`src/asm_lex_pkg.sv`:
```
// Package for the assembly line lexer: sizes, token codes, line phases,
// result record type and the keyword and digit tables.
// Used by assembly_line_lexer; depends on nothing else.
package asm_lex_pkg;

   localparam int MAX_LINE_TOKENS = 4;
   localparam int MAX_WORD_CHARS  = 24;
   localparam int VALUE_BITS      = 16;
   localparam int ACC_W           = VALUE_BITS + 1;
   localparam int LEN_W           = 6;
   localparam int NUM_KW          = 26;
   localparam int NUM_MNEM        = 24;
   localparam int FIFO_DEPTH      = 4;

   localparam logic [ACC_W-1:0] VALUE_LIMIT = {1'b0, {VALUE_BITS{1'b1}}};
   localparam logic [LEN_W-1:0] LEN_MAX     = {LEN_W{1'b1}};

   // token codes
   localparam logic [4:0] T_REG     = 5'd24;
   localparam logic [4:0] T_INDEX   = 5'd25;
   localparam logic [4:0] T_DTM     = 5'd26;
   localparam logic [4:0] T_STM     = 5'd27;
   localparam logic [4:0] T_CONST   = 5'd28;
   localparam logic [4:0] T_INVALID = 5'd29;

   // keyword indexes of the timer words
   localparam int KW_DTM = 24;
   localparam int KW_STM = 25;

   // base slots of the accumulators
   localparam int B_2  = 0;
   localparam int B_8  = 1;
   localparam int B_10 = 2;
   localparam int B_16 = 3;

   localparam logic [4:0] NO_DIGIT = 5'd16;

   typedef enum logic [1:0] {
      PH_MNEM,
      PH_OPER,
      PH_DONE
   } phase_type;

   typedef struct packed {
      logic                  kind;
      logic [4:0]            token_type;
      logic [15:0]           token_value;
      logic [2:0]            token_slot;
      logic [3:0]            line_tokens;
      logic                  last;
   } result_type;

   // keyword text, first character in the top byte, zero padded
   function automatic logic [47:0] kw_text(input int k);
      logic [47:0] w;
      case (k)
         0:       w = {"clear", 8'h00};
         1:       w = {"ret", 24'h0};
         2:       w = {"jnat", 16'h0};
         3:       w = {"jmp", 24'h0};
         4:       w = {"call", 16'h0};
         5:       w = {"skpe", 16'h0};
         6:       w = {"skpne", 8'h00};
         7:       w = {"mov", 24'h0};
         8:       w = {"add", 24'h0};
         9:       w = {"or", 32'h0};
         10:      w = {"and", 24'h0};
         11:      w = {"xor", 24'h0};
         12:      w = {"sub", 24'h0};
         13:      w = {"msr", 24'h0};
         14:      w = {"subs", 16'h0};
         15:      w = {"msl", 24'h0};
         16:      w = {"jv0", 24'h0};
         17:      w = {"rand", 16'h0};
         18:      w = {"draw", 16'h0};
         19:      w = {"in", 32'h0};
         20:      w = {"hh5", 24'h0};
         21:      w = {"bcd", 24'h0};
         22:      w = "movout";
         23:      w = {"movin", 8'h00};
         24:      w = {"dtm", 24'h0};
         25:      w = {"stm", 24'h0};
         default: w = '0;
      endcase
      return w;
   endfunction

   function automatic logic [LEN_W-1:0] kw_len(input int k);
      logic [LEN_W-1:0] n;
      case (k)
         0, 6, 23:                      n = LEN_W'(5);
         2, 4, 5, 14, 17, 18:           n = LEN_W'(4);
         9, 19:                         n = LEN_W'(2);
         22:                            n = LEN_W'(6);
         default:                       n = LEN_W'(3);
      endcase
      return n;
   endfunction

   // keyword character at a position, zero past the end
   function automatic logic [7:0] kw_char(input int k, input logic [2:0] pos);
      logic [47:0] w;
      w = kw_text(k);
      case (pos)
         3'd0:    return w[47:40];
         3'd1:    return w[39:32];
         3'd2:    return w[31:24];
         3'd3:    return w[23:16];
         3'd4:    return w[15:8];
         3'd5:    return w[7:0];
         default: return 8'h00;
      endcase
   endfunction

   // hex digit value, NO_DIGIT when not a digit
   function automatic logic [4:0] digit_of(input logic [7:0] c);
      if (c >= "0" && c <= "9") return {1'b0, c[3:0]};
      if (c >= "A" && c <= "F") return 5'(c - "A" + 8'd10);
      return NO_DIGIT;
   endfunction

   function automatic logic [4:0] radix_of(input int b);
      case (b)
         B_2:     return 5'd2;
         B_8:     return 5'd8;
         B_10:    return 5'd10;
         default: return 5'd16;
      endcase
   endfunction

   // accumulator times radix plus digit, saturating just above the limit
   function automatic logic [ACC_W-1:0] acc_step(input logic [ACC_W-1:0] a,
                                                 input int b,
                                                 input logic [4:0] d);
      logic [ACC_W+4:0] p;
      logic [ACC_W+4:0] ax;
      ax = (ACC_W+5)'(a);
      case (b)
         B_2:     p = ax << 1;
         B_8:     p = ax << 3;
         B_10:    p = (ax << 3) + (ax << 1);
         default: p = ax << 4;
      endcase
      p = p + (ACC_W+5)'(d);
      if (p > (ACC_W+5)'(VALUE_LIMIT)) return VALUE_LIMIT + ACC_W'(1);
      return p[ACC_W-1:0];
   endfunction

endpackage

```
`src/assembly_line_lexer.sv`:
```
// Top level of the assembly line lexer: word tracking, token classification
// and a four-entry result queue. Depends on asm_lex_pkg.

// Takes one character per cycle and sustains one item per clock while req_stall is
// low: all per-word state (keyword match flags, per-base accumulators) is updated
// in the cycle a character is accepted, so a word is classified as soon as it
// ends. An item produces zero, one or two results (token and/or line summary);
// they go into a four-entry queue that drains one result per cycle while rsp_stall
// is low, and req_stall rises while fewer than two queue entries are free. Results
// appear on the rsp side in the cycle after the item that produced them at the earliest.
module assembly_line_lexer (
   input  logic        clock,
   input  logic        reset,
   input  logic        req_valid,
   output logic        req_stall,
   input  logic [7:0]  req_ch,
   input  logic        req_end_of_string,
   output logic        rsp_valid,
   input  logic        rsp_stall,
   output logic        rsp_kind,
   output logic [4:0]  rsp_token_type,
   output logic [15:0] rsp_token_value,
   output logic [2:0]  rsp_token_slot,
   output logic [3:0]  rsp_line_tokens,
   output logic        rsp_last
);
   import asm_lex_pkg::*;

   localparam int PTR_W = $clog2(FIFO_DEPTH);
   localparam int CNT_W = PTR_W + 1;

   // word state
   logic [LEN_W-1:0]  len_ff, len_in;
   logic [7:0]        first_ff, first_in, second_ff, second_in, lastc_ff, lastc_in;
   logic [NUM_KW-1:0] flags_ff, flags_in;
   logic [ACC_W-1:0]  acc_ff [4];
   logic [ACC_W-1:0]  acc_in [4];
   logic [ACC_W-1:0]  prev_ff [4];
   logic [ACC_W-1:0]  prev_in [4];
   logic [3:0]        ok_ff, ok_in, okp_ff, okp_in;
   logic [3:0]        slot_ff, slot_in;
   phase_type         phase_ff, phase_in;

   // word after this character
   logic [LEN_W-1:0]  w_len;
   logic [7:0]        w_first, w_second, w_last;
   logic [NUM_KW-1:0] w_flags;
   logic [ACC_W-1:0]  w_acc [4];
   logic [ACC_W-1:0]  w_prev [4];
   logic [3:0]        w_ok, w_okp;

   logic              accept, sep, eos, add, word_end;
   logic [4:0]        dig;

   // result queue
   result_type        fifo_ff [FIFO_DEPTH];
   logic [PTR_W-1:0]  wp_ff, wp_in, rp_ff, rp_in;
   logic [CNT_W-1:0]  cnt_ff, cnt_in;
   logic              pop;

   // results of this item
   result_type        r0, r1;
   logic [1:0]        n_res;

   // classification
   logic              mnem_found;
   logic [4:0]        mnem_code;
   logic              op_ok;
   logic [4:0]        op_type;
   logic [15:0]       op_value;
   logic [3:0]        slot_mid;
   phase_type         phase_mid;

   assign accept    = req_valid && !req_stall;
   assign req_stall = cnt_ff > CNT_W'(FIFO_DEPTH - 2);
   assign sep       = req_ch == " " || req_ch == ";" || req_ch == "," || req_ch == 8'h0a;
   assign eos       = req_end_of_string;
   assign add       = !sep && phase_ff != PH_DONE;
   assign dig       = digit_of(req_ch);

   // add the character to the current word
   always_comb begin
      w_len    = len_ff;
      w_first  = first_ff;
      w_second = second_ff;
      w_last   = lastc_ff;
      w_flags  = flags_ff;
      w_ok     = ok_ff;
      w_okp    = okp_ff;
      for (int b = 0; b < 4; b++) begin
         w_acc[b]  = acc_ff[b];
         w_prev[b] = prev_ff[b];
      end
      if (add) begin
         if (len_ff == '0) w_first = req_ch;
         if (len_ff == LEN_W'(1)) w_second = req_ch;
         w_last = req_ch;
         for (int k = 0; k < NUM_KW; k++) begin
            if (!(len_ff < kw_len(k) && kw_char(k, len_ff[2:0]) == req_ch))
               w_flags[k] = 1'b0;
         end
         w_okp = ok_ff;
         for (int b = 0; b < 4; b++) begin
            w_prev[b] = acc_ff[b];
            if (dig < radix_of(b)) w_acc[b] = acc_step(acc_ff[b], b, dig);
            else w_ok[b] = 1'b0;
         end
         if (len_ff != LEN_MAX) w_len = len_ff + LEN_W'(1);
      end
   end

   assign word_end = (sep || eos) && w_len != '0;

   // mnemonic lookup, first match wins
   always_comb begin
      mnem_found = 1'b0;
      mnem_code  = '0;
      for (int k = NUM_MNEM - 1; k >= 0; k--) begin
         if (w_flags[k] && kw_len(k) == w_len) begin
            mnem_found = 1'b1;
            mnem_code  = 5'(k);
         end
      end
   end

   // operand classification
   always_comb begin
      logic [4:0]       d2;
      logic [ACC_W-1:0] v;
      logic             vok;
      d2       = digit_of(w_second);
      op_ok    = 1'b0;
      op_type  = T_INVALID;
      op_value = '0;
      v        = w_acc[B_10];
      vok      = w_ok[B_10];
      if (w_last == "B") begin
         v = w_prev[B_2]; vok = w_okp[B_2];
      end else if (w_last == "O") begin
         v = w_prev[B_8]; vok = w_okp[B_8];
      end else if (w_last == "H") begin
         v = w_prev[B_16]; vok = w_okp[B_16];
      end
      if (w_len == LEN_W'(2) && w_first == "v") begin
         if (d2 != NO_DIGIT) begin
            op_ok = 1'b1; op_type = T_REG; op_value = 16'(d2);
         end
      end else if (w_len == LEN_W'(1) && w_first == "v") begin
         op_ok = 1'b0;
      end else if (w_first == "I") begin
         op_ok = 1'b1; op_type = T_INDEX;
      end else if (w_flags[KW_DTM] && w_len == kw_len(KW_DTM)) begin
         op_ok = 1'b1; op_type = T_DTM;
      end else if (w_flags[KW_STM] && w_len == kw_len(KW_STM)) begin
         op_ok = 1'b1; op_type = T_STM;
      end else if (vok && v <= VALUE_LIMIT && w_len <= LEN_W'(MAX_WORD_CHARS)) begin
         op_ok = 1'b1; op_type = T_CONST; op_value = v[15:0];
      end
   end

   // next phase and slot
   always_comb begin
      slot_mid  = slot_ff;
      phase_mid = phase_ff;
      if (word_end) begin
         case (phase_ff)
            PH_MNEM: begin
               if (mnem_found) begin
                  slot_mid  = 4'd1;
                  phase_mid = (1 >= MAX_LINE_TOKENS) ? PH_DONE : PH_OPER;
               end else begin
                  slot_mid  = '0;
                  phase_mid = PH_DONE;
               end
            end
            PH_OPER: begin
               if (op_ok) begin
                  slot_mid  = slot_ff + 4'd1;
                  phase_mid = (slot_ff + 4'd1 >= 4'(MAX_LINE_TOKENS)) ? PH_DONE : PH_OPER;
               end else begin
                  phase_mid = PH_DONE;
               end
            end
            default: ;
         endcase
      end
      if (eos && phase_mid == PH_MNEM) slot_mid = '0;
      slot_in  = eos ? '0 : slot_mid;
      phase_in = eos ? PH_MNEM : phase_mid;
   end

   // results of this item
   always_comb begin
      result_type tok, sum;
      logic       has_tok;
      tok         = '0;
      sum         = '0;
      has_tok     = 1'b0;
      if (word_end) begin
         case (phase_ff)
            PH_MNEM: begin
               has_tok        = 1'b1;
               tok.token_type = mnem_found ? mnem_code : T_INVALID;
            end
            PH_OPER: begin
               has_tok         = 1'b1;
               tok.token_type  = op_ok ? op_type : T_INVALID;
               tok.token_value = op_ok ? op_value : '0;
               tok.token_slot  = slot_ff[2:0];
            end
            default: ;
         endcase
      end
      if (eos && phase_mid == PH_MNEM) begin
         has_tok        = 1'b1;
         tok            = '0;
         tok.token_type = T_INVALID;
      end
      sum.kind        = 1'b1;
      sum.last        = 1'b1;
      sum.line_tokens = slot_mid;
      r1    = sum;
      r0    = has_tok ? tok : sum;
      n_res = 2'(has_tok) + 2'(eos);
   end

   // word state after this item
   always_comb begin
      if (word_end || eos) begin
         len_in = '0; first_in = '0; second_in = '0; lastc_in = '0;
         flags_in = '1; ok_in = '1; okp_in = '1;
         for (int b = 0; b < 4; b++) begin
            acc_in[b] = '0; prev_in[b] = '0;
         end
      end else begin
         len_in = w_len; first_in = w_first; second_in = w_second; lastc_in = w_last;
         flags_in = w_flags; ok_in = w_ok; okp_in = w_okp;
         for (int b = 0; b < 4; b++) begin
            acc_in[b] = w_acc[b]; prev_in[b] = w_prev[b];
         end
      end
   end

   always_ff @(posedge clock) begin
      if (reset) begin
         len_ff <= '0; first_ff <= '0; second_ff <= '0; lastc_ff <= '0;
         flags_ff <= '1; ok_ff <= '1; okp_ff <= '1;
         for (int b = 0; b < 4; b++) begin
            acc_ff[b] <= '0; prev_ff[b] <= '0;
         end
         slot_ff  <= '0;
         phase_ff <= PH_MNEM;
      end else if (accept) begin
         len_ff <= len_in; first_ff <= first_in; second_ff <= second_in;
         lastc_ff <= lastc_in; flags_ff <= flags_in; ok_ff <= ok_in; okp_ff <= okp_in;
         for (int b = 0; b < 4; b++) begin
            acc_ff[b] <= acc_in[b]; prev_ff[b] <= prev_in[b];
         end
         slot_ff  <= slot_in;
         phase_ff <= phase_in;
      end
   end

   // result queue
   assign pop   = rsp_valid && !rsp_stall;
   assign wp_in = accept ? wp_ff + PTR_W'(n_res) : wp_ff;
   assign rp_in = pop ? rp_ff + PTR_W'(1) : rp_ff;
   assign cnt_in = cnt_ff + (accept ? CNT_W'(n_res) : '0) - CNT_W'(pop);

   always_ff @(posedge clock) begin
      if (reset) begin
         wp_ff  <= '0;
         rp_ff  <= '0;
         cnt_ff <= '0;
      end else begin
         wp_ff  <= wp_in;
         rp_ff  <= rp_in;
         cnt_ff <= cnt_in;
      end
   end

   always_ff @(posedge clock) begin
      if (accept && n_res != 2'd0) fifo_ff[wp_ff] <= r0;
      if (accept && n_res == 2'd2) fifo_ff[wp_ff + PTR_W'(1)] <= r1;
   end

   // result ports
   assign rsp_valid       = cnt_ff != '0;
   assign rsp_kind        = fifo_ff[rp_ff].kind;
   assign rsp_token_type  = fifo_ff[rp_ff].token_type;
   assign rsp_token_value = fifo_ff[rp_ff].token_value;
   assign rsp_token_slot  = fifo_ff[rp_ff].token_slot;
   assign rsp_line_tokens = fifo_ff[rp_ff].line_tokens;
   assign rsp_last        = fifo_ff[rp_ff].last;

endmodule

```
`config.mk`:
```
export PLATFORM = sky130hd
export DESIGN_NAME = assembly_line_lexer
export DESIGN_NICKNAME = d
export VERILOG_FILES = /design/src/asm_lex_pkg.sv /design/src/assembly_line_lexer.sv
export SDC_FILE = /design/constraint.sdc
export NUM_CORES = 1
export LEC_CHECK = 0
export ABC_CLOCK_PERIOD_IN_PS = 9250
export BUFFER_PORTS_ARGS = -buffer_cell sky130_fd_sc_hd__buf_2
export CAP_MARGIN = 20
export CORE_AREA = 2 2 285 287
export DETAILED_ROUTE_END_ITERATION = 10
export DIE_AREA = 0 0 287 289
export PLACE_DENSITY_LB_ADDON = 0.05
export SYNTH_ARGS = -nofsm -noshare
export SYNTH_HDL_FRONTEND = slang
export SYNTH_SLANG_ARGS = --single-unit
```
`constraint.sdc`:
```
create_clock -name clock -period 9.25 [get_ports clock]
set_input_delay 1.3875 -clock clock [delete_from_list [all_inputs] [get_ports clock]]
set_output_delay 1.3875 -clock clock [all_outputs]
set_load 0.01 [all_outputs]
```
# Word-level counts from Yosys, hierarchy flattened
# Memory sizes are Yosys's and may differ from the RTL's. A register that Yosys moved wholly into a read port is not among the register bits.
# Index checks and enable logic that the tools add are counted.
# Widths: inputs -> output; s select.
# op_classes
n_lt_le_gt_ge	25
reduce_logical	93
shifts	0
div_mod_pow	0
addsub	17
n_bitwise	8
eq_ne	58
muxes	276
n_mul	0
# ops
cell	count
$mux 17	23
$pmux 7 s3	14
$mux 68	4
$mux 8	34
$eq 8x8->1	26
$mux 5	40
$mux 22	8
$pmux 7 s5	4
$mux 16	7
$pmux 7 s4	4
$mux 1	96
$add 22x5->22	4
$gt 22x16->1 const B	4
$logic_and 1x1->1	67
$pmux 7 s2	4
$mux 26	2
$mux 6	8
$eq 8x7->1 const B	5
$mux 4	8
$lt 6x6->1	5
$mux 30	1
$mux 29	1
$eq 8x6->1 const B	3
$mux 24	1
other kinds (51)	104
# word_totals
inputBits	13
elab_cells	495
reg_bits	76
romBits	0
ramBits	256
latch_bits	0
memories	3
# memory_table
memory	depth	width	rd	rd_clocked_by_memory_dff	wr	line	source
fifo_ff	4	30	1	1	2	assembly_line_lexer.sv:56	result_type fifo_ff [FIFO_DEPTH];
acc_ff	4	17	4	0	4	assembly_line_lexer.sv:36	logic [ACC_W-1:0] acc_ff [4];
prev_ff	4	17	3	0	4	assembly_line_lexer.sv:38	logic [ACC_W-1:0] prev_ff [4];

# Longest topological paths before layout
# Gate-level depths: netlist of run 1.
# depth
word_depth	47
mapped_depth	25

# Worst setup path before layout of run 1
# Ideal clock, no wire load.
# synth_path
path_type	input port to flip-flop
start	input req_ch[0]
end	memory acc_ff[0][0] (netlist name) (enable)
arrival_ns	6.648
n_path_buf	4
stages	16
setup_time_ns	0.417
path_slack_ns	2.184
cell_sequence	clkbuf_1 inv_1 clkbuf_1 ha_1 and3b_1 and3_1 clkbuf_2 nor3_2 buf_4 o211ai_2 a31oi_1 nor2_1 o21ai_0 a21oi_1 a21oi_1 a21boi_0
# synth_rtl
item	line	source
from (decl)	assembly_line_lexer.sv:16	input logic [7:0] req_ch,
to (decl)	assembly_line_lexer.sv:36	

==> results of run 1 <==
==> logic make-up after synthesis <==
kind of cell / count (synthesis)
fa+ha+maj: 52
simple gates: 864
flops: 313
xor+xnor: 95
buf+inv: 212
mux: 100
compound gates: 615
==> power breakdown <==
part / switching, mW / internal, mW / leakage (nW)
combinational: 0.799 / 0.437 / 4.38
clock: 0.684 / 1.05 / 0.716
sequential: 0.139 / 1.65 / 2.90
total: 1.62 / 3.14 / 7.99
==> per-layer routing <==
layer,track usage,part of all wire
met1,0.266,0.49
met2,0.282,0.44
met3,0.0246,0.045
met4,0.0430,0.020
met5,0,0
==> state kept, by name, summed over array words and instances, names as in the netlist, 6 cells and up, named ones only <==
| name | count |
|---|---|
| acc_ff | 68 |
| prev_ff | 51 |
| len_ff | 6 |
| lastc_ff | 8 |
| flags_ff | 26 |
| second_ff | 8 |
| first_ff | 8 |
| fifo_ff | 116 |
==> synthesized netlist by cell type (47+ instances only) <==
cell	count
sky130_fd_sc_hd__nor2_1	237
sky130_fd_sc_hd__nand2_1	222
sky130_fd_sc_hd__nand3_1	100
sky130_fd_sc_hd__nor3_1	51
sky130_fd_sc_hd__mux2i_1	64
sky130_fd_sc_hd__dfxtp_1	178
sky130_fd_sc_hd__clkbuf_1	94
sky130_fd_sc_hd__ha_1	47
sky130_fd_sc_hd__a21oi_1	128
sky130_fd_sc_hd__o21ai_0	161
sky130_fd_sc_hd__inv_1	54
sky130_fd_sc_hd__edfxtp_1	135
sky130_fd_sc_hd__xnor2_1	59
==> metrics by stage <==
step,utilization,std cells
2_1_floorplan,-,2251
3_5_place_dp,0.264,3250
6_report,0.283,3333
5_1_grt,0.283,3333
4_1_cts,0.282,3331
3_3_place_gp,0.264,3248
==> cell type report <==
cell class	count	area, um2
Fill cell	8622	57300
Multi-Input combinational cell	1726	11300
Sequential cell	313	7620
Timing Repair Buffer	97	637
Inverter	56	210
Clock buffer	61	1230
Clock inverter	20	238
Tap cell	1060	1330
==> critical path, cell delays in order <==
cell and delay [ns]:
sky130_fd_sc_hd__buf_2 0.10, sky130_fd_sc_hd__inv_1 0.54, sky130_fd_sc_hd__ha_1 0.34, sky130_fd_sc_hd__o21bai_1 0.11
sky130_fd_sc_hd__a21oi_2 0.27, sky130_fd_sc_hd__mux2_2 0.26, sky130_fd_sc_hd__o21ai_0 0.10, sky130_fd_sc_hd__buf_4 0.18
sky130_fd_sc_hd__inv_1 0.09, sky130_fd_sc_hd__ha_1 0.17, sky130_fd_sc_hd__inv_1 0.05, sky130_fd_sc_hd__fa_1 0.37
sky130_fd_sc_hd__nor2b_1 0.15, sky130_fd_sc_hd__o21ai_0 0.11, sky130_fd_sc_hd__nand2b_1 0.15, sky130_fd_sc_hd__nand4_1 0.16
sky130_fd_sc_hd__or4_1 0.49, sky130_fd_sc_hd__and4_1 0.27, sky130_fd_sc_hd__o2111ai_4 0.34, sky130_fd_sc_hd__a2111oi_4 0.19
sky130_fd_sc_hd__o21ai_2 0.79, sky130_fd_sc_hd__o311ai_0 0.30
==> worst paths after layout <==
path | slack, ns | endpoint | cells past startpoint | start
setup / recovery | 2.57 | fifo_ff[2][3] | 22 | req_ch[0]
hold / removal | 0.44 | fifo_ff[3][0] | 2 | fifo_ff[3][0]
setup reg to reg | 3.12 | fifo_ff[2][3] | 13 | len_ff[1]
hold reg to reg | 0.44 | fifo_ff[3][0] | 2 | fifo_ff[3][0]
==> results_dict.tcl, run 1 <==
set metrics [dict create \
    power_density_nw_per_um2 211 \
    core_region_area_um2 79900 \
    postCtsSetupRepairBufs 0 \
    timing.critical_path.from_type "primary input" \
    overall_via_count_from_detail_route 17400 \
    final_hold_viol_count 0 \
    layout.cells.most_common_list "sky130_fd_sc_hd__nor2_1 (236), sky130_fd_sc_hd__nand2_1 (222), sky130_fd_sc_hd__dfxtp_1 (176), sky130_fd_sc_hd__o21ai_0 (161), sky130_fd_sc_hd__edfxtp_1 (135)" \
    synth.top_cell.area_share 0.205 \
    status "complete, no violations" \
    detailed_place.area_um2 21100 \
    tritoncts_num_sinks 313 \
    clock-skew-final_ns 0.0312 \
    ir_drop_mv 0.112 \
    setup_viol 0 \
    floorplan.io_pins 45 \
    area_delta_synth_final_pct 14.0 \
    total_power_mw 4.76 \
    routedWlPerCell_um 22.7 \
    detailed_routing_iterations_pass_1 7 \
    syn_avg_cell_area_um2 8.80 \
    globalRoute.totalOverflow 0 \
    port_buffers 44 \
    drc_errors 0 \
    post_synth_xor_area_fraction 0.0424 \
    muxShareOfSynthArea 0.0694 \
    cts_inserted_buffers 44 \
    fin_ws_ns 2.57 \
    clock_path_buffers 3 \
    antenna_left 0 \
    post-place-ws_ns 1.94 \
    final_layout_size_suffix_gt1_frac 0.116 \
    fraction_of_synthesis_flops_using_an_asynchronous_set_or_reset_pin 0 \
    remaining_max_slew_budget_at_the_tightest_pin 0.230 \
    htree_levels 2 \
    grt_setup_unrepaired "false" \
    initial_utilization 0.248 \
    crit_arrival_ns 6.97 \
    global_route.usage.total 0.182 \
    synth_edf_count 135 \
    finish.net_count 2303 \
    crit_path_max_fanout 24 \
    design_area_um2 22600 \
    rows 104 \
    initialDrtViolationCount 1131 \
    hold_class "reg2reg" \
    worst-setup-path-type "in2reg" \
    netlist_area_um2 19800 \
    wl_um 75800 \
    fin_hold_ws_ns 0.439 \
    required_ns 9.53 \
    drt-vias-per-instance 5.23 \
    synth_adder_area_share 0.0347 \
    grt_pass1_wl_um 115000 \
    leakage_power_summed_over_all_cells_nw 7.99 \
    synth_flop_cell "sky130_fd_sc_hd__dfxtp_1" \
    finalWorstPathRequiredPeriod_ns 6.68 \
    synth_compound_gate_area_share 0.210 \
    ys_seq_elements 313 \
    post_synth_net_total 2316 \
    fmaxAchievable_mhz 150 \
    combinational_family_with_the_most_area_after_synthesis "simple AND/OR/NAND/NOR gates" \
    cts_repair_resize_count 0 \
    floorplan.die.height_um 289 \
    cap_viol_max_count 0 \
    place_hpwl_um 53900 \
    design.die.area_um2 82900 \
    synth_simple_gate_area_share 0.214 \
    last_weighted_congestion_value_of_the_routability_driven_placer 0.830 \
    synth_top_area_cells "sky130_fd_sc_hd__edfxtp_1 (20%), sky130_fd_sc_hd__dfxtp_1 (18%), sky130_fd_sc_hd__nor2_1 (4.5%), sky130_fd_sc_hd__nand2_1 (4.2%), sky130_fd_sc_hd__o21ai_0 (4.1%)" \
    largest_net_degree_at_the_start_of_global_routing 75 \
    mostFrequentLayoutCell "sky130_fd_sc_hd__nor2_1" \
    ctsHoldBuffers 0 \
    cts_tree "built" \
    report.final.slew_viol_count 0 \
    via_count_of_the_first_global_routing_pass 17100 \
    synth_top_area_cell "sky130_fd_sc_hd__edfxtp_1" \
    netlist_instances 2251 \
    synth.yosys.seq_area_share 0.384 \
    timing_worst_slew_pin_value_ns 1.14 \
    clock_insertion_delay_worst_skew_ns 0.59 \
    dieWidth_um 287 \
    cts.clk_slew.worst_paths_ns 0.06 \
    crit_path_end_kind "flop" \
    share_of_the_clock_period_used_by_the_worst_path_after_layout 0.722 \
    ant_cells 0 \
    tns_ns 0 \
    clock-root-buffer "sky130_fd_sc_hd__clkbuf_16" \
    synth.distinct_cells 111 \
    yosys_warnings 0 \
    initial_antenna_violation_count 2 \
]
Note: power is estimated with default switching activity, not from simulation.
==> inputs of run 2 (changes only) <==
--- a/config.mk
+++ b/config.mk
@@ -5,7 +5,7 @@
 export SDC_FILE = /design/constraint.sdc
 export NUM_CORES = 1
 export LEC_CHECK = 0
-export ABC_CLOCK_PERIOD_IN_PS = 9250
+export ABC_CLOCK_PERIOD_IN_PS = 5600
 export BUFFER_PORTS_ARGS = -buffer_cell sky130_fd_sc_hd__buf_2
 export CAP_MARGIN = 20
 export CORE_AREA = 2 2 285 287
==> constraint.sdc (replaced) <==
create_clock -name clock -period 5.6 [get_ports clock]
set_input_delay 0.84 -clock clock [delete_from_list [all_inputs] [get_ports clock]]
set_output_delay 0.84 -clock clock [all_outputs]
set_load 0.01 [all_outputs]
==> results_dict.tcl, run 2 (synthesis results as in run 1) <==
set metrics [dict create \
    status "complete, no violations" \
    crit_path_end_kind "flop" \
    grt_pass1_wl_um 114000 \
    largest_register_ffs 116 \
    mostFrequentLayoutCell "sky130_fd_sc_hd__nor2_1" \
    area_delta_synth_final_pct 17.2 \
    top_register "fifo_ff" \
    cts.clk_slew.worst_paths_ns 0.06 \
    switching_share 0.338 \
    timing.critical_path.from_type "primary input" \
    global_route_met2_usage 0.282 \
    share_seq_of_total_power 0.379 \
    worst-setup-path-type "in2reg" \
    finalWorstPathRequiredPeriod_ns 5.17 \
    drc_errors 0 \
    largest_net_degree_at_the_start_of_global_routing 67 \
    timing_worst_slew_pin_value_ns 1.09 \
    cts_repair_resize_count 0 \
    gr-usage-met1 0.259 \
    global_route.usage.total 0.179 \
    placed_cells 3340 \
    rows 104 \
    met3_usage 0.0240 \
    hold_class "reg2reg" \
    largest_registers "fifo_ff (116), acc_ff (68), prev_ff (51)" \
    last_weighted_congestion_value_of_the_routability_driven_placer 0.810 \
    floorplan.die.height_um 289 \
    cap_viol_max_count 0 \
    crit_arrival_ns 5.60 \
    share_of_the_clock_period_used_by_the_worst_path_after_layout 0.923 \
    clock_power_share 0.351 \
    ant_cells 0 \
    postCtsSetupRepairBufs 0 \
    place_hpwl_um 54600 \
    num-fill-cells 8596 \
    floorplan.io_pins 45 \
    ctsHoldBuffers 0 \
    initial_antenna_violation_count 0 \
    grt_most_used_layer "met2" \
    wl_um 75600 \
    htree_levels 2 \
    final_hold_viol_count 0 \
    cts_inserted_buffers 41 \
    clock_insertion_delay_worst_skew_ns 0.57 \
    tritoncts_num_sinks 313 \
    crit_path_max_fanout 18 \
    utilization 0.291 \
    required_ns 6.03 \
    p_int_mw 5.17 \
    remaining_max_slew_budget_at_the_tightest_pin 0.266 \
    globalRoute.totalOverflow 0 \
    core_region_area_um2 79900 \
    detailed_routing_iterations_pass_1 5 \
    fmaxAchievable_mhz 193 \
    fin_hold_ws_ns 0.442 \
    tns_ns 0 \
    dieWidth_um 287 \
    final-instance-count-excl-fill 3415 \
    initial_utilization 0.248 \
    antenna_left 0 \
    initialDrtViolationCount 1332 \
    overall_via_count_from_detail_route 17600 \
    clock-root-buffer "sky130_fd_sc_hd__clkbuf_16" \
    clock-skew-final_ns 0.0258 \
    layout.cells.most_common_list "sky130_fd_sc_hd__nor2_1 (236), sky130_fd_sc_hd__nand2_1 (222), sky130_fd_sc_hd__dfxtp_1 (176), sky130_fd_sc_hd__o21ai_0 (161), sky130_fd_sc_hd__edfxtp_1 (135)" \
    ir_drop_mv 0.181 \
    finish.net_count 2388 \
    power_density_nw_per_um2 336 \
    routedWlPerCell_um 22.1 \
    share_comb_of_total_power 0.270 \
    design.die.area_um2 82900 \
    clock_path_buffers 3 \
    setup_viol 0 \
    leakage_power_summed_over_all_cells_nw 8.42 \
    cts_tree "built" \
    grt_setup_unrepaired "false" \
    final_layout_size_suffix_gt1_frac 0.148 \
    power_switching_mw 2.64 \
    drt-vias-per-instance 5.17 \
    port_buffers 44 \
    report.final.slew_viol_count 0 \
    via_count_of_the_first_global_routing_pass 17400 \
]
==> run 2: cell types whose count changed in the layout (fill, tap and decap cells not counted), moves of 2 or more <==
cell	previous run	this run
sky130_fd_sc_hd__clkinv_2	8	6
sky130_fd_sc_hd__clkbuf_16	44	42
sky130_fd_sc_hd__buf_4	50	132
sky130_fd_sc_hd__clkinvlp_4	3	0
sky130_fd_sc_hd__buf_8	2	0
sky130_fd_sc_hd__buf_12	0	7
sky130_fd_sc_hd__clkbuf_8	7	9
sky130_fd_sc_hd__clkbuf_4	0	3
sky130_fd_sc_hd__inv_6	2	0
sky130_fd_sc_hd__clkinv_1	4	2
==> run 2: critical path: stages <==
cell and delay (ns):
sky130_fd_sc_hd__buf_2 0.11, sky130_fd_sc_hd__or4bb_1 0.59, sky130_fd_sc_hd__a21oi_2 0.17, sky130_fd_sc_hd__mux2_2 0.19, sky130_fd_sc_hd__o21ai_0 0.15, sky130_fd_sc_hd__inv_1 0.21
sky130_fd_sc_hd__ha_1 0.21, sky130_fd_sc_hd__inv_1 0.05, sky130_fd_sc_hd__fa_1 0.38, sky130_fd_sc_hd__nor2b_1 0.17, sky130_fd_sc_hd__o21ai_0 0.09, sky130_fd_sc_hd__nand2b_1 0.14
sky130_fd_sc_hd__nand4_1 0.14, sky130_fd_sc_hd__or4_1 0.48, sky130_fd_sc_hd__and4_1 0.28, sky130_fd_sc_hd__o2111ai_1 0.30, sky130_fd_sc_hd__buf_6 0.25, sky130_fd_sc_hd__nor3_1 0.09
sky130_fd_sc_hd__o21ai_0 0.25, sky130_fd_sc_hd__buf_4 0.16, sky130_fd_sc_hd__o22a_1 0.25, sky130_fd_sc_hd__o21ai_0 0.11
==> run 2: layer usage <==
metal	wire length, um	vias up	part of all wire
li1	-	8465	-
met1	37000	8696	0.49
met2	33800	385	0.45
met3	3110	97	0.041
met4	1640	0	0.022
met5	0	-	0
==> run 2: final cells by class <==
class                   instances  area [um2]  share of cell area
clock inverters                10         136             0.00587
repair buffers                185        1370              0.0589
well taps                    1060        1330              0.0571
flip-flops and latches        313        7620               0.328
inverters                      56         210             0.00905
multi-input cells            1726       11300               0.488
clock buffers                  65        1240              0.0533
==> run 2: through the flow <==
step,setup slack (ns),power (mW),area [um2]
floorplan,0.00175,4.35,19800
global placement,-0.0207,5.14,21800
detailed placement,-0.150,5.14,21900
CTS,0.319,7.94,23200
global route,0.0490,8.24,23200
finish,0.432,7.81,23200
==> run 2: final timing paths <==
kind                                      from             end  slack, ns  cells past startpoint
worst min-delay path            fifo_ff[3][17]  fifo_ff[3][17]       0.44                      2
worst min register to register  fifo_ff[3][17]  fifo_ff[3][17]       0.44                      2
worst max-delay path                 req_ch[6]  fifo_ff[0][11]       0.43                     22
worst max register to register       len_ff[1]   fifo_ff[3][3]       0.48                     14
==> run 2: power groups by stage <==
stage / registers, mW / clock network [mW] / logic [mW]
6_report: 2.96 / 2.75 / 2.11
5_1_grt: 3.01 / 2.91 / 2.33
4_1_cts: 2.97 / 2.83 / 2.14
3_5_place_dp: 3.01 / 0 / 2.13
3_3_place_gp: 3.01 / 0 / 2.14
2_1_floorplan: 2.92 / 0 / 1.44
